==> config.mk <==
export PLATFORM = sky130hd
export DESIGN_NAME = looping_timeline_cue_trigger_core
export DESIGN_NICKNAME = d
export VERILOG_FILES = /design/src/rtl/ltct_pkg.sv /design/src/rtl/ltct_ctrl.sv /design/src/rtl/ltct_dpath.sv /design/src/rtl/looping_timeline_cue_trigger_core.sv
export VERILOG_INCLUDE_DIRS = /design/src /design/src/rtl
export SDC_FILE = /design/constraint.sdc
export NUM_CORES = 1
export LEC_CHECK = 0
export BUFFER_PORTS_ARGS = -buffer_cell sky130_fd_sc_hd__buf_2
export CAP_MARGIN = 40
export CORE_MARGIN = 4
export CORE_UTILIZATION = 60
export DETAILED_ROUTE_END_ITERATION = 8
export PLACE_DENSITY_LB_ADDON = 0.25
export SLEW_MARGIN = 15
export SYNTH_ARGS = -nofsm -noshare
export SYNTH_HDL_FRONTEND = slang
export SYNTH_SLANG_ARGS = --single-unit
==> constraint.sdc <==
create_clock -name i_clk -period 10.7 [get_ports i_clk]
set_clock_uncertainty 0.2 [all_clocks]
set_input_delay 3.21 -clock i_clk [delete_from_list [all_inputs] [get_ports i_clk]]
set_output_delay 3.21 -clock i_clk [all_outputs]
set_load 0.005 [all_outputs]
==> src/rtl/looping_timeline_cue_trigger_core_assert.svh <==
// Assertion macros used by the timeline cue trigger RTL.
`ifndef LOOPING_TIMELINE_CUE_TRIGGER_CORE_ASSERT_SVH
`define LOOPING_TIMELINE_CUE_TRIGGER_CORE_ASSERT_SVH

// Same-cycle implication, reset masks the check.
`define LTCT_ASSERT_IMP(name, clk, rst_n, ante, cons) \
    name: assert property (@(posedge clk) disable iff (!rst_n) (ante) |-> (cons)) \
        else $error("ltct assertion failed");

// Next-cycle implication, reset masks the check.
`define LTCT_ASSERT_NEXT(name, clk, rst_n, ante, cons) \
    name: assert property (@(posedge clk) disable iff (!rst_n) (ante) |=> (cons)) \
        else $error("ltct assertion failed");

`endif

==> src/rtl/ltct_pkg.sv <==
// Shared constants, codes and controller/datapath interface types.
package ltct_pkg;

    localparam int MAX_CUES   = 16;
    localparam int NUM_SOUNDS = 64;

    localparam int TIME_W  = 16;
    localparam int DELTA_W = 16;
    localparam int SND_W   = 6;
    localparam int POS_W   = 17;
    localparam int LEN_W   = 16;

    localparam int CNT_W  = $clog2(MAX_CUES + 1);
    localparam int IDX_W  = (MAX_CUES > 1) ? $clog2(MAX_CUES) : 1;
    localparam int FLAG_W = (NUM_SOUNDS > 1) ? $clog2(NUM_SOUNDS) : 1;

    localparam int CFG_IDX_W  = 2;
    localparam int CFG_DATA_W = 16;
    localparam int USER_W     = 2;
    localparam int IN_DATA_W  = 40;
    localparam int OUT_DATA_W = 24;

    localparam logic [POS_W-1:0] POS_MAX = '1;

    // Configuration register indexes
    localparam logic [CFG_IDX_W-1:0] CFG_SEQ_LEN   = 2'd0;
    localparam logic [CFG_IDX_W-1:0] CFG_LOOP_EN   = 2'd1;
    localparam logic [CFG_IDX_W-1:0] CFG_START_SND = 2'd2;

    typedef enum logic [1:0] {
        FUNC_ADVANCE = 2'd0,
        FUNC_APPEND  = 2'd1,
        FUNC_JUMP    = 2'd2
    } t_func;

    typedef enum logic [1:0] {
        KIND_SOUND = 2'd0,
        KIND_DONE  = 2'd1,
        KIND_FULL  = 2'd2
    } t_kind;

    // Where the sound id of an emitted word comes from
    typedef enum logic [1:0] {
        SRC_START = 2'd0,
        SRC_CUE   = 2'd1,
        SRC_DONE  = 2'd2
    } t_src;

    typedef enum logic [2:0] {
        ST_IDLE   = 3'd0,
        ST_DECODE = 3'd1,
        ST_START  = 3'd2,
        ST_STEP   = 3'd3,
        ST_SCAN   = 3'd4,
        ST_DONE   = 3'd5
    } t_state;

    typedef struct packed {
        logic  load;
        logic  append;
        logic  jump;
        logic  step;
        logic  scan_clr;
        logic  scan_next;
        logic  emit;
        t_src  src;
        t_kind kind;
    } t_cmd;

    typedef struct packed {
        logic [1:0] func;
        logic       full;
        logic       adv_ok;
        logic       pos_zero;
        logic       scan_end;
        logic       hit;
        logic       out_free;
    } t_stat;

endpackage

==> src/rtl/ltct_ctrl.sv <==
// Sequencing state machine for decode, start sound, step, cue scan and done word.
module ltct_ctrl
    import ltct_pkg::*;
(
    input  logic  i_clk,
    input  logic  i_rst_n,
    input  logic  i_in_valid,
    output logic  o_in_ready,
    input  t_stat i_stat,
    output t_cmd  o_cmd
);

    t_state r_state, n_state;
    t_kind  r_kind,  n_kind;

    // Hold state and the kind of the closing word
    always_ff @(posedge i_clk) begin
        if (!i_rst_n) begin
            r_state <= ST_IDLE;
            r_kind  <= KIND_DONE;
        end else begin
            r_state <= n_state;
            r_kind  <= n_kind;
        end
    end

    // Next state and datapath commands
    always_comb begin
        n_state    = r_state;
        n_kind     = r_kind;
        o_cmd      = '0;
        o_cmd.src  = SRC_DONE;
        o_cmd.kind = KIND_DONE;
        o_in_ready = 1'b0;
        case (r_state)
            ST_IDLE: begin
                o_in_ready = 1'b1;
                if (i_in_valid) begin
                    o_cmd.load = 1'b1;
                    n_state    = ST_DECODE;
                end
            end
            ST_DECODE: begin
                n_kind  = KIND_DONE;
                n_state = ST_DONE;
                case (i_stat.func)
                    FUNC_APPEND: begin
                        if (i_stat.full) begin
                            n_kind = KIND_FULL;
                        end else begin
                            o_cmd.append = 1'b1;
                        end
                    end
                    FUNC_JUMP: begin
                        o_cmd.jump = 1'b1;
                    end
                    FUNC_ADVANCE: begin
                        if (i_stat.adv_ok) begin
                            n_state = i_stat.pos_zero ? ST_START : ST_STEP;
                        end
                    end
                    default: begin
                        n_state = ST_DONE;
                    end
                endcase
            end
            ST_START: begin
                if (i_stat.out_free) begin
                    o_cmd.emit = 1'b1;
                    o_cmd.src  = SRC_START;
                    o_cmd.kind = KIND_SOUND;
                    n_state    = ST_STEP;
                end
            end
            ST_STEP: begin
                o_cmd.step     = 1'b1;
                o_cmd.scan_clr = 1'b1;
                n_state        = ST_SCAN;
            end
            ST_SCAN: begin
                if (i_stat.scan_end) begin
                    n_state = ST_DONE;
                end else if (i_stat.hit) begin
                    // wait for room before emitting a cue sound
                    if (i_stat.out_free) begin
                        o_cmd.emit      = 1'b1;
                        o_cmd.src       = SRC_CUE;
                        o_cmd.kind      = KIND_SOUND;
                        o_cmd.scan_next = 1'b1;
                    end
                end else begin
                    o_cmd.scan_next = 1'b1;
                end
            end
            ST_DONE: begin
                if (i_stat.out_free) begin
                    o_cmd.emit = 1'b1;
                    o_cmd.src  = SRC_DONE;
                    o_cmd.kind = r_kind;
                    n_state    = ST_IDLE;
                end
            end
            default: begin
                n_state = ST_IDLE;
            end
        endcase
    end

endmodule

==> src/rtl/ltct_dpath.sv <==
// Timeline datapath: config, position, cue table, played flags, output register.
module ltct_dpath
    import ltct_pkg::*;
(
    input  logic                  i_clk,
    input  logic                  i_rst_n,
    input  logic                  i_cfg_wr_en,
    input  logic [CFG_IDX_W-1:0]  i_cfg_idx,
    input  logic [CFG_DATA_W-1:0] i_cfg_wdata,
    input  logic [1:0]            i_in_func,
    input  logic [DELTA_W-1:0]    i_in_delta,
    input  logic [TIME_W-1:0]     i_in_cue_time,
    input  logic [SND_W-1:0]      i_in_cue_sound,
    input  t_cmd                  i_cmd,
    output t_stat                 o_stat,
    input  logic                  i_out_ready,
    output logic                  o_out_valid,
    output logic [1:0]            o_out_kind,
    output logic [SND_W-1:0]      o_out_sound,
    output logic [POS_W-1:0]      o_out_pos,
    output logic                  o_out_last
);

    logic [LEN_W-1:0]   r_seq_len;
    logic               r_loop_en;
    logic [SND_W-1:0]   r_start_snd;

    logic [1:0]         r_func;
    logic [DELTA_W-1:0] r_delta;
    logic [TIME_W-1:0]  r_ctime;
    logic [SND_W-1:0]   r_csound;

    logic [POS_W-1:0]   r_pos;
    logic [POS_W-1:0]   r_old;
    logic               r_wrapped;

    logic [TIME_W-1:0]  r_cue_time  [MAX_CUES];
    logic [SND_W-1:0]   r_cue_sound [MAX_CUES];
    logic [CNT_W-1:0]   r_cnt;
    logic [CNT_W-1:0]   r_scan;
    logic [NUM_SOUNDS-1:0] r_played;

    logic               r_out_valid;
    logic [1:0]         r_out_kind;
    logic [SND_W-1:0]   r_out_sound;
    logic [POS_W-1:0]   r_out_pos;
    logic               r_out_last;

    logic [POS_W:0]     sum;
    logic [POS_W-1:0]   sat;
    logic [POS_W-1:0]   len_ext;
    logic               wrap;
    logic [POS_W-1:0]   n_pos;
    logic [TIME_W-1:0]  ent_time;
    logic [SND_W-1:0]   ent_snd;
    logic [POS_W-1:0]   ent_t;
    logic [FLAG_W-1:0]  flag_idx;
    logic               in_win;
    logic               out_free;
    logic [SND_W-1:0]   emit_snd;

    // Write configuration registers
    always_ff @(posedge i_clk) begin
        if (!i_rst_n) begin
            r_seq_len   <= '0;
            r_loop_en   <= 1'b0;
            r_start_snd <= '0;
        end else if (i_cfg_wr_en) begin
            case (i_cfg_idx)
                CFG_SEQ_LEN:   r_seq_len   <= i_cfg_wdata[LEN_W-1:0];
                CFG_LOOP_EN:   r_loop_en   <= i_cfg_wdata[0];
                CFG_START_SND: r_start_snd <= i_cfg_wdata[SND_W-1:0];
                default: begin
                end
            endcase
        end
    end

    // Capture the accepted word
    always_ff @(posedge i_clk) begin
        if (i_cmd.load) begin
            r_func   <= i_in_func;
            r_delta  <= i_in_delta;
            r_ctime  <= i_in_cue_time;
            r_csound <= i_in_cue_sound;
        end
    end

    // Saturating advance with a single wrap
    assign len_ext = POS_W'(r_seq_len);
    assign sum     = {1'b0, r_pos} + (POS_W + 1)'(r_delta);
    assign sat     = sum[POS_W] ? POS_MAX : sum[POS_W-1:0];
    assign wrap    = r_loop_en && (sat > len_ext);
    assign n_pos   = wrap ? (sat - len_ext) : sat;

    // Update position and the scan window
    always_ff @(posedge i_clk) begin
        if (!i_rst_n) begin
            r_pos <= '0;
        end else if (i_cmd.jump) begin
            r_pos <= len_ext;
        end else if (i_cmd.step) begin
            r_pos <= n_pos;
        end
    end

    always_ff @(posedge i_clk) begin
        if (i_cmd.step) begin
            r_old     <= r_pos;
            r_wrapped <= n_pos < r_pos;
        end
    end

    // Append cues
    always_ff @(posedge i_clk) begin
        if (i_cmd.append) begin
            r_cue_time[r_cnt[IDX_W-1:0]]  <= r_ctime;
            r_cue_sound[r_cnt[IDX_W-1:0]] <= r_csound;
        end
    end

    always_ff @(posedge i_clk) begin
        if (!i_rst_n) begin
            r_cnt <= '0;
        end else if (i_cmd.append) begin
            r_cnt <= r_cnt + CNT_W'(1);
        end
    end

    // Advance the scan pointer
    always_ff @(posedge i_clk) begin
        if (!i_rst_n) begin
            r_scan <= '0;
        end else if (i_cmd.scan_clr) begin
            r_scan <= '0;
        end else if (i_cmd.scan_next) begin
            r_scan <= r_scan + CNT_W'(1);
        end
    end

    // Evaluate the cue under the pointer
    assign ent_time = r_cue_time[r_scan[IDX_W-1:0]];
    assign ent_snd  = r_cue_sound[r_scan[IDX_W-1:0]];
    assign ent_t    = POS_W'(ent_time);
    assign flag_idx = FLAG_W'(ent_snd % NUM_SOUNDS);
    assign in_win   = r_wrapped ? ((ent_t >= r_old) || (ent_t <= r_pos))
                                : ((ent_t >= r_old) && (ent_t <= r_pos));

    // Clear played flags on a wrap, set them on each cue sound
    always_ff @(posedge i_clk) begin
        if (!i_rst_n) begin
            r_played <= '0;
        end else if (i_cmd.step && wrap) begin
            r_played <= '0;
        end else if (i_cmd.emit && (i_cmd.src == SRC_CUE)) begin
            r_played[flag_idx] <= 1'b1;
        end
    end

    // Output register
    assign out_free = !r_out_valid || i_out_ready;

    always_comb begin
        case (i_cmd.src)
            SRC_START: emit_snd = r_start_snd;
            SRC_CUE:   emit_snd = ent_snd;
            default:   emit_snd = '0;
        endcase
    end

    always_ff @(posedge i_clk) begin
        if (!i_rst_n) begin
            r_out_valid <= 1'b0;
        end else if (i_cmd.emit) begin
            r_out_valid <= 1'b1;
        end else if (i_out_ready) begin
            r_out_valid <= 1'b0;
        end
    end

    always_ff @(posedge i_clk) begin
        if (i_cmd.emit) begin
            r_out_kind  <= i_cmd.kind;
            r_out_sound <= emit_snd;
            r_out_pos   <= r_pos;
            r_out_last  <= i_cmd.src == SRC_DONE;
        end
    end

    assign o_out_valid = r_out_valid;
    assign o_out_kind  = r_out_kind;
    assign o_out_sound = r_out_sound;
    assign o_out_pos   = r_out_pos;
    assign o_out_last  = r_out_last;

    // Status to the controller
    always_comb begin
        o_stat          = '0;
        o_stat.func     = r_func;
        o_stat.full     = r_cnt == CNT_W'(MAX_CUES);
        o_stat.adv_ok   = (r_func == FUNC_ADVANCE) && (r_seq_len != '0) &&
                          !(!r_loop_en && (r_pos > len_ext));
        o_stat.pos_zero = r_pos == '0;
        o_stat.scan_end = r_scan >= r_cnt;
        o_stat.hit      = in_win && !r_played[flag_idx];
        o_stat.out_free = out_free;
    end

endmodule

==> src/rtl/looping_timeline_cue_trigger_core.sv <==
// Looping timeline cue trigger: top level joining controller and datapath.
// Input stream: tuser carries func (0 advance, 1 append cue, 2 jump to end);
// tdata carries delta, cue_time and cue_sound. One word is taken at a time.
// Output stream: every input word yields one or more words; tuser gives the
// kind (sound, step done, table full), tdata the sound id and the position,
// and tlast marks the final word belonging to an input word.
// Configuration: write length, loop enable or start sound while idle.
// Sequence: an append or jump is decoded, then its done word is emitted.
// An advance that may proceed runs decode, an optional start sound, the
// position step, one scan step per stored cue plus one to end the scan, then
// the done word; each sound and the done word wait for room in the output
// register. Once the done word is loaded into the output register, the
// controller returns to idle and takes the next word.
// Reset clears position, cue count, played flags and configuration; cue
// table contents stay undefined until appended.
// A stalled receiver holds the output register; the scan waits on each
// pending sound, and a new input word is taken while the last word waits.
`include "looping_timeline_cue_trigger_core_assert.svh"

module looping_timeline_cue_trigger_core
    import ltct_pkg::*;
(
    input  logic                  i_clk,
    input  logic                  i_rst_n,
    // configuration write port
    input  logic                  i_cfg_wr_en,
    input  logic [CFG_IDX_W-1:0]  i_cfg_idx,
    input  logic [CFG_DATA_W-1:0] i_cfg_wdata,
    // input stream
    input  logic                  i_s_axis_tvalid,
    output logic                  o_s_axis_tready,
    input  logic [IN_DATA_W-1:0]  i_s_axis_tdata,  // delta[15:0], cue_time[31:16], cue_sound[37:32]
    input  logic [USER_W-1:0]     i_s_axis_tuser,  // func[1:0]
    // result stream
    output logic                  o_m_axis_tvalid,
    input  logic                  i_m_axis_tready,
    output logic [OUT_DATA_W-1:0] o_m_axis_tdata,  // sound_id[5:0], position[22:6]
    output logic [USER_W-1:0]     o_m_axis_tuser,  // kind[1:0]
    output logic                  o_m_axis_tlast
);

    t_cmd             cmd;
    t_stat            stat;
    logic [1:0]       out_kind;
    logic [SND_W-1:0] out_sound;
    logic [POS_W-1:0] out_pos;

    ltct_ctrl u_ctrl (
        .i_clk      (i_clk),
        .i_rst_n    (i_rst_n),
        .i_in_valid (i_s_axis_tvalid),
        .o_in_ready (o_s_axis_tready),
        .i_stat     (stat),
        .o_cmd      (cmd)
    );

    ltct_dpath u_dpath (
        .i_clk          (i_clk),
        .i_rst_n        (i_rst_n),
        .i_cfg_wr_en    (i_cfg_wr_en),
        .i_cfg_idx      (i_cfg_idx),
        .i_cfg_wdata    (i_cfg_wdata),
        .i_in_func      (i_s_axis_tuser[1:0]),
        .i_in_delta     (i_s_axis_tdata[DELTA_W-1:0]),
        .i_in_cue_time  (i_s_axis_tdata[DELTA_W+TIME_W-1:DELTA_W]),
        .i_in_cue_sound (i_s_axis_tdata[DELTA_W+TIME_W+SND_W-1:DELTA_W+TIME_W]),
        .i_cmd          (cmd),
        .o_stat         (stat),
        .i_out_ready    (i_m_axis_tready),
        .o_out_valid    (o_m_axis_tvalid),
        .o_out_kind     (out_kind),
        .o_out_sound    (out_sound),
        .o_out_pos      (out_pos),
        .o_out_last     (o_m_axis_tlast)
    );

    // Pack the result word
    assign o_m_axis_tuser = out_kind;
    assign o_m_axis_tdata = {{(OUT_DATA_W - POS_W - SND_W){1'b0}}, out_pos, out_sound};

    // One input word in flight at a time
    `LTCT_ASSERT_NEXT(a_one_in_flight, i_clk, i_rst_n,
        i_s_axis_tvalid && o_s_axis_tready, !o_s_axis_tready)

    // Sound words never close an input word, done and full words always do
    `LTCT_ASSERT_IMP(a_last_matches_kind, i_clk, i_rst_n,
        o_m_axis_tvalid, o_m_axis_tlast == (o_m_axis_tuser != KIND_SOUND))

    // A pending sound word means the input word is still being worked on
    `LTCT_ASSERT_IMP(a_sound_while_busy, i_clk, i_rst_n,
        o_m_axis_tvalid && (o_m_axis_tuser == KIND_SOUND), !o_s_axis_tready)

endmodule
After elaboration in Yosys (flattened, before gate mapping)
Memories as Yosys holds them, arrays and structs flattened. A register that Yosys moved wholly into a read port is not among the register bits.
Index checks and enable logic that the tools add are counted.
{"block": "totals", "output_inout_bits": 29, "input_bits": 65, "mem_count": 2, "ramBits": 352, "regBits": 204}
{"memory": "u_dpath.r_cue_time", "depth": 16, "word_bits": 16, "rd": 1, "rd_clocked_by_memory_dff": 1, "write_ports": 1, "line": "ltct_dpath.sv:37", "source": "logic [TIME_W-1:0] r_cue_time [MAX_CUES];"}
{"memory": "u_dpath.r_cue_sound", "depth": 16, "word_bits": 6, "rd": 1, "rd_clocked_by_memory_dff": 1, "write_ports": 1, "line": "ltct_dpath.sv:38", "source": "logic [SND_W-1:0] r_cue_sound [MAX_CUES];"}
{"block": "classes", "reduce_logical": 30, "bitwise_logic": 2, "n_lt_le_gt_ge": 8, "n_eq_ne": 16, "add_sub_neg": 4, "muxes": 44}
{"cell": "bitwise OR 64 bit", "n": 1}
{"cell": "greater-than comparator 17 x 16 -> 1 bit", "n": 2}
{"cell": "two-way mux 17 bit", "n": 2}
{"cell": "two-way mux 16 bit", "n": 2}
{"cell": "adder 17 x 16 -> 18 bit", "n": 1}
{"cell": "two-way mux 3 bit", "n": 6}
{"cell": "one-hot mux 3 bit (6 select lines)", "n": 1}
{"cell": ">= comparator 16 x 17 -> 1 bit", "n": 1}
{"cell": "less-or-equal comparator 16 x 17 -> 1 bit", "n": 1}
{"cell": "zero test 17 bit", "n": 1}
{"cell": "< comparator 17 bit", "n": 1}
{"cell": "subtractor 17 x 16 -> 17 bit", "n": 1}
{"cell": "two-way mux 1 bit", "n": 16}
{"cell": "two-way mux 4 bit", "n": 4}
{"cell": "nonzero test 16 bit", "n": 1}
{"cell": "two-way mux 5 bit", "n": 3}
{"cell": "one-hot mux 5 bit (3 select lines)", "n": 1}
{"cell": "two-way mux 6 bit", "n": 2}
{"cell": "one-hot mux 6 bit (2 select lines)", "n": 1}
{"cell": "adder 5 x 1 -> 5 bit (second input constant)", "n": 2}
{"cell": "logical AND 1 bit", "n": 9}
{"cell": "two-way mux 2 bit", "n": 4}
{"cell": "< comparator 6 x 7 -> 1 bit (second input constant)", "n": 1}
{"cell": "binary-select mux 1 bit (select 6 bit)", "n": 1}
{"cell": "other kinds (20)", "n": 39}

Logic depth before layout (Yosys ltp)
Gate-level depths: netlist of the first run.
{"block": "logic_depth", "ltp_word": 9, "mapped_depth": 32, "ltp_nobuf": 31}

Hierarchy
Synthesis of the first run repeated with hierarchy kept, for this count alone.
{"block": "hier_totals", "cells_unflattened": 1735, "area_unflattened_um2": 24992.7}
{"mod": "ltct_dpath", "n_inst": 1, "area_per_inst_um2": 24512.3, "seq_area_each_um2": 15474.8, "cells_per_inst": 1676}
{"mod": "ltct_ctrl", "n_inst": 1, "area_per_inst_um2": 469.2, "seq_area_each_um2": 100.1, "cells_per_inst": 57}
{"mod": "looping_timeline_cue_trigger_core", "n_inst": 1, "area_per_inst_um2": 11.3, "seq_area_each_um2": 0.0, "cells_per_inst": 2}

Least setup slack after synthesis of the first run
Ideal clock, no wire load.
{"block": "synth_path", "path_type": "input to register", "startpoint": "input port i_s_axis_tvalid", "endpoint": "register u_dpath.r_csound[0] (enable)", "setup_ns": 0.551, "path_buffers": 0, "arrival_ns": 7.316, "stages": 1, "setup_slack_ns": 2.633, "path_cell_list": "nor4b_1"}
{"block": "synth_between", "elab_chain_cells": 2}
{"item": "start, declared", "line": "looping_timeline_cue_trigger_core.sv:30", "source": "input logic i_s_axis_tvalid,"}
{"item": "two-way mux 1 bit", "line": "ltct_ctrl.sv:38", "source": "if (i_in_valid) begin"}
{"item": "two-way mux 1 bit", "line": "ltct_ctrl.sv:35", "source": "case (r_state)"}
{"item": "end signal, assigned", "line": "ltct_dpath.sv:85", "source": "r_csound <= i_in_cue_sound;"}
{"item": "end, declared", "line": "ltct_dpath.sv:31", "source": "logic [SND_W-1:0] r_csound;"}
No other way between the ends.
A chain may end at the register's enable or synchronous reset.

Worst setup path in the final report of the first run
{"block": "layout_path", "startpoint": "register u_dpath.r_pos[1]", "endpoint": "register u_dpath.r_wrapped (data pin)"}
{"block": "layout_between", "elab_chain_cells": 6}
{"item": "start, declared", "line": "ltct_dpath.sv:33", "source": "logic [POS_W-1:0] r_pos;"}
{"item": "start signal, assigned", "line": "ltct_dpath.sv:101", "source": "r_pos <= len_ext;"}
{"item": "start signal, assigned", "line": "ltct_dpath.sv:103", "source": "r_pos <= n_pos;"}
{"item": "adder 17 x 16 -> 18 bit", "line": "ltct_dpath.sv:91", "source": "assign sum = {1'b0, r_pos} + (POS_W + 1)'(r_delta);"}
{"item": "two-way mux 17 bit", "line": "ltct_dpath.sv:92", "source": "assign sat = sum[POS_W] ? POS_MAX : sum[POS_W-1:0];"}
{"item": "greater-than comparator 17 x 16 -> 1 bit", "line": "ltct_dpath.sv:93", "source": "assign wrap = r_loop_en && (sat > len_ext);"}
{"item": "logical AND 1 bit", "line": "ltct_dpath.sv:93"}
{"item": "two-way mux 17 bit", "line": "ltct_dpath.sv:94", "source": "assign n_pos = wrap ? (sat - len_ext) : sat;"}
{"item": "< comparator 17 bit *", "line": "ltct_dpath.sv:110", "source": "r_wrapped <= n_pos < r_pos;"}
{"item": "end signal, assigned", "line": "ltct_dpath.sv:110"}
{"item": "end, declared", "line": "ltct_dpath.sv:35", "source": "logic r_wrapped;"}
Every way passes the cells marked *; elsewhere a longest branch is shown, timed or not.

==> metrics, run 1 <==
run status finished, final reports clean; Fin. Hold Viols 0; top-area cell type share of the netlist area 0.5203; HP Start u_dpath.r_played[10]; Vias 15620; Area Overhead vs Synth 11.78%; initial antenna violation count 0; total power 4.820 mW; CTS tree done; most used cell, CP ha_1; sw frac 0.2376; CP Class flip-flop to flip-flop; first-pass GRT wire length 92660 µm; Netlist cell types 83; final setup TNS 0 ps; DRT Pass-1 Iters 7; Crit-path slowest cell o31ai_4; Synth Warn # 0; # diodes 0; final estimated routing congestion in global placement 0.8623; Peak VDD IR 0.1575 mV; Mapped Cells 1745; Min-Delay Endpoint u_dpath.r_played[10]; worst reg2reg setup slack 2460 ps; Core ar. 41110 µm²; worst r2r src u_dpath.r_pos[1]; 1st-iter DRT viols 1894; FP Rows 74; ys async rst share 0; Min-Delay Path Class flip-flop to flip-flop; cell area after synthesis 25160 µm²; CP required 10840 ps; die height 212.8 µm; Hold Crit Depth 2; gr usage total 0.2716; final WL 60800 µm; CTS buffer count 55; clock-pin slew on the worst setup and hold paths 60 ps; vias per inst 6.420; PortBufs 90; Synth area leader edfxtp_1; Seq/Total Area, Yosys 0.6190; Post-synth EDFFs 436; # hold bufs at CTS 0; fin nets 2028; maxcap violations 0; Critical Path AT 8380 ps; Synth Register Bits 560; Gate power share 0.083; number of global-route vias before repair 15340; Ports 94; final global-route overflow total 0; Achievable Freq 121.4 MHz; Syn Area/Cell 14.42 µm²; Die ar. 45280 µm²; clk root buf clkbuf_16; Die X-Extent 212.8 µm; part of the power in registers 0.521; largest net degree at the start of global routing 65; power per cell area 171.4 nW/µm²; routed len/inst 24.99 µm; # DRC 0; post-route ant nets 0; Final min period 8240 ps; Crit. End Element flip-flop; sw power 1.146 mW; clk_lat worst skew 630 ps; clk sinks 560; most common cell after layout, fill and taps aside edfxtp_1; Final Setup Violations 0; postcts setup bufs 0; starting density of the core 0.6121; # H-tree levels 2; leakage 9.765 nW; cell-internal power 3.675 mW; maximum clock insertion buffer count 3; worst r2r dst u_dpath.r_wrapped; Worst-Margin Slew 844.8 ps; Net Count, Synth 1918; clock network fraction of design power 0.396; CP Max Fanout 21; Rel. slew slack 0.4247; Final Max Slew Viols 0; top cells by area, synth edfxtp_1 52%, mux4_2 9.9%, dfxtp_1 9.9%; startpoint types flip-flop; post-CTS sizing 0; Final HPWL DP 38100 µm; unrepaired setup endpoints after global routing false; most frequent cells in the layout 436 x edfxtp_1, 160 x nand2_1, 121 x dfxtp_1; fin crit share 0.7701; layout cell share with drive strength beyond 1 0.2083; Reg2Reg Depth 25; Max stage delay on crit path 700 ps; top_reg_cell synth edfxtp_1
kinds of logic (layout without fill, tap and decap cells):
family | count (synthesis) | count (layout) | share of synthesized area
compound gates | 343 | 343 | 0.09418
buf+inv | 163 | 319 | 0.02650
simple gates | 376 | 376 | 0.07215
fa+ha+maj | 108 | 108 | 0.05430
flops | 560 | 560 | 0.6190
mux | 165 | 165 | 0.1236
xor+xnor | 29 | 29 | 0.01009
other cells | 1 | 1 | 0.0001490
critical path, delay by kind of cell, from the launching register on:
family,cells,cell delay (ps)
flip-flops,1,530
adder cells (fa/ha/maj),3,950
AO/OA/AOI/OAI,13,3860
multiplexers,1,410
buffers and inverters,3,860
AND/OR/NAND/NOR,5,1140
power groups by stage:
stage	registers (mW)	clock network, mW	logic, mW
final	2.51	1.91	0.401
after detailed placement	2.56	0	0.396
after CTS	2.51	1.93	0.399
after global routing	2.52	2.03	0.443
after global placement	2.55	0	0.384
after floorplan	2.53	0	0.274
registers in the layout (all words and copies together), names as in the netlist, 3 cells and up, named ones only:
register and count:
u_dpath.r_cue_time 256, u_dpath.r_cue_sound 96, u_dpath.r_played 64, u_dpath.o_out_pos 17, u_dpath.r_old 17, u_dpath.r_pos 17, u_dpath.r_ctime 16, u_dpath.r_delta 16
u_dpath.r_seq_len 16, u_dpath.o_out_sound 6, u_dpath.r_csound 6, u_dpath.r_start_snd 6, u_dpath.r_cnt 5, u_dpath.r_scan 5, u_ctrl.r_state 3
worst max path at each step:
stage                     startpoint                   to  cells past startpoint
CTS                 u_dpath.r_pos[1]    u_dpath.r_wrapped                     24
detailed placement  u_dpath.r_pos[1]    u_dpath.r_wrapped                     24
global route        u_dpath.r_pos[1]    u_dpath.r_wrapped                     31
finish              u_dpath.r_pos[1]    u_dpath.r_wrapped                     25
global placement    u_dpath.r_pos[1]    u_dpath.r_wrapped                     24
floorplan            i_s_axis_tvalid  u_dpath.r_csound[0]                      1
metrics by stage:
step / area (µm²) / util / worst slack (ps) / instances / hold slack (ps)
final: 28120 / 0.6841 / 2460 / 2433 / 249.5
after global routing: 28120 / 0.6841 / 2001 / 2433 / 276.8
after CTS: 28120 / 0.6840 / 2361 / 2432 / 247.1
after detailed placement: 26340 / 0.6406 / 2445 / 2329 / 239.3
after global placement: 26270 / 0.6389 / 2561 / 2323 / 229.7
after floorplan: 25160 / - / 2633 / 1745 / 217.9
synthesized netlist by cell type (5+ instances only):
cell / instances
o21bai_1: 13
mux2i_1: 18
o21ai_0: 61
and4_1: 5
xnor2_1: 22
nand2b_1: 14
mux2_2: 28
buf_4: 6
or3_1: 7
a31oi_1: 6
a22oi_1: 20
and2_1: 6
nand3b_1: 6
o2111a_1: 8
o21ai_1: 11
dfxtp_1: 124
buf_1: 14
and3_1: 5
o21a_1: 12
buf_2: 8
nor3_1: 17
nor4_1: 11
a211oi_1: 5
a21o_1: 37
a21oi_1: 72
o31ai_1: 7
edfxtp_1: 436
xor2_1: 7
nand4_1: 21
mux4_2: 111
nand3_1: 22
nand2_1: 160
nor2b_1: 13
a22o_1: 33
nor2_1: 71
ha_1: 106
clkbuf_1: 45
o311ai_0: 6
inv_1: 86
cell type report:
class / count / area, µm²
well taps: 532 / 665.6
fillers: 2788 / 12990
clock buffers: 66 / 1428
flip-flops and latches: 560 / 15580
inverters: 87 / 326.6
multi-input cells: 1022 / 9000
repair buffers: 129 / 765.7
clock inverters: 37 / 355.3
per-layer routing:
layer | GRT usage | part of all wire
met1 | 0.3828 | 0.41
met2 | 0.4445 | 0.49
met3 | 0.04408 | 0.075
met4 | 0.08307 | 0.032
met5 | 0 | 0
Note: power is estimated with default switching activity, not from simulation.
==> run 2: changes to the inputs <==
--- a/config.mk
+++ b/config.mk
@@ -9,7 +9,7 @@
 export BUFFER_PORTS_ARGS = -buffer_cell sky130_fd_sc_hd__buf_2
 export CAP_MARGIN = 40
 export CORE_MARGIN = 4
-export CORE_UTILIZATION = 60
+export CORE_UTILIZATION = 56
 export DETAILED_ROUTE_END_ITERATION = 8
 export PLACE_DENSITY_LB_ADDON = 0.25
 export SLEW_MARGIN = 15
==> constraint.sdc (replaced) <==
create_clock -name i_clk -period 7.4 [get_ports i_clk]
set_clock_uncertainty 0.2 [all_clocks]
set_input_delay 2.22 -clock i_clk [delete_from_list [all_inputs] [get_ports i_clk]]
set_output_delay 2.22 -clock i_clk [all_outputs]
set_load 0.005 [all_outputs]
==> metrics, run 2 (same netlist as run 1, synthesis figures left out) <==
run status finished, final reports clean; PortBufs 90; gr usage total 0.2558; die height 220.0 µm; Multi-input gate area 9012 µm²; # H-tree levels 2; Final min period 6818 ps; fin crit share 0.9214; Area Overhead vs Synth 13.54%; clk sinks 560; starting density of the core 0.5678; clk_lat worst skew 620 ps; CTS buffer count 56; Gate power share 0.084; DRT Pass-1 Iters 6; final setup TNS 0 ps; vias per inst 6.204; Crit. End Element flip-flop; placed cell area 26630 µm²; final global-route overflow total 0; final core occ 0.6446; first-pass GRT wire length 93250 µm; Peak VDD IR 0.1996 mV; clock-pin slew on the worst setup and hold paths 60 ps; final WL 61160 µm; placed cell count 2415; Min-Delay Path Class flip-flop to flip-flop; Die X-Extent 220.0 µm; Final Setup Violations 0; final estimated routing congestion in global placement 0.8921; most frequent cells in the layout 436 x edfxtp_1, 160 x nand2_1, 121 x dfxtp_1; fillers 3219; # diodes 0; Rel. slew slack 0.4842; sw power 1.666 mW; Core ar. 44320 µm²; Fin. Hold Viols 0; CP required 7560 ps; tightest hold margin 246.1 ps; Layout Cells excl Fill 2522; power per cell area 249.4 nW/µm²; # DRC 0; sw frac 0.2338; Die ar. 48390 µm²; Achievable Freq 146.7 MHz; part of the power in registers 0.510; fin nets 2056; maxcap violations 0; max reg flops 256; Ports 94; 1st-iter DRT viols 1435; CTS tree done; CP Max Fanout 6; Final Max Slew Viols 0; total power 7.125 mW; startpoint types flip-flop; maximum clock insertion buffer count 3; CP Class flip-flop to flip-flop; Final Cell Area 28570 µm²; clk root buf clkbuf_16; clock network fraction of design power 0.407; leakage 9.973 nW; cell-internal power 5.460 mW; layout cell share with drive strength beyond 1 0.2207; register area 15580 µm²; unrepaired setup endpoints after global routing false; worst setup margin 581.7 ps; Critical Path AT 6980 ps; Worst-Margin Slew 773.6 ps; Final HPWL DP 38510 µm; most common cell after layout, fill and taps aside edfxtp_1; Vias 15650; largest net degree at the start of global routing 66; number of global-route vias before repair 15590; FP Rows 77; post-route ant nets 0; post-place setup slack 378.3 ps; routed len/inst 24.25 µm; initial antenna violation count 0
run 2: metal layers:
metal,global-route usage,part of all wire,vias up
met1,0.3598,0.42,7843
met2,0.4098,0.48,644
met3,0.04054,0.073,113
li1,-,-,7046
met5,0,0,-
met4,0.09190,0.034,0
run 2: worst paths after layout:
| check | cells after the start | end | start | slack [ps] |
|---|---|---|---|---|
| hold reg to reg | 2 | u_dpath.r_played[38] | u_dpath.r_played[38] | 250 |
| hold / removal | 2 | u_dpath.r_played[38] | u_dpath.r_played[38] | 250 |
| setup / recovery | 26 | u_dpath.r_wrapped | u_dpath.r_delta[8] | 580 |
| setup reg to reg | 26 | u_dpath.r_wrapped | u_dpath.r_delta[8] | 580 |
run 2: layout make-up:
cell class | count | share of cell area
clock buffers | 71 | 0.05286
clock inverters | 34 | 0.01336
inverters | 87 | 0.01143
multi-input cells | 1022 | 0.3155
flip-flops and latches | 560 | 0.5455
well taps | 592 | 0.02593
repair buffers | 156 | 0.03547
run 2: critical path: stages, from the launching register on:
cell and delay, ps:
edfxtp_1 380, ha_1 350, a21o_1 210, a2111oi_0 440, o311ai_1 270, and3_1 260, o21ai_1 170, buf_4 190
nor2b_1 190, ha_1 190, inv_1 70, fa_1 410, a21o_1 210, a21oi_1 220, o21bai_1 100, a21oi_1 230
o21a_1 160, o311ai_0 170, a21boi_0 320, nor2_1 100, xor2_1 150, mux2_2 290, ha_1 310, nand4_1 190
or4_1 550, a21oi_1 170, nor3_1 60
run 2: timing repair:
item	4_1_cts	5_1_grt
endpoints found under the setup margin	0	1
hold buffers	0	0
hold endpoints to repair	0	0
gates resized for setup	0	3
setup buffers	0	0
run 2: power groups by stage:
stage	logic (mW)	registers [mW]	clock network, mW
global route	0.662	3.64	3.09
detailed placement	0.590	3.69	0
floorplan	0.396	3.65	0
finish	0.598	3.63	2.90
global placement	0.576	3.68	0
CTS	0.594	3.63	2.95
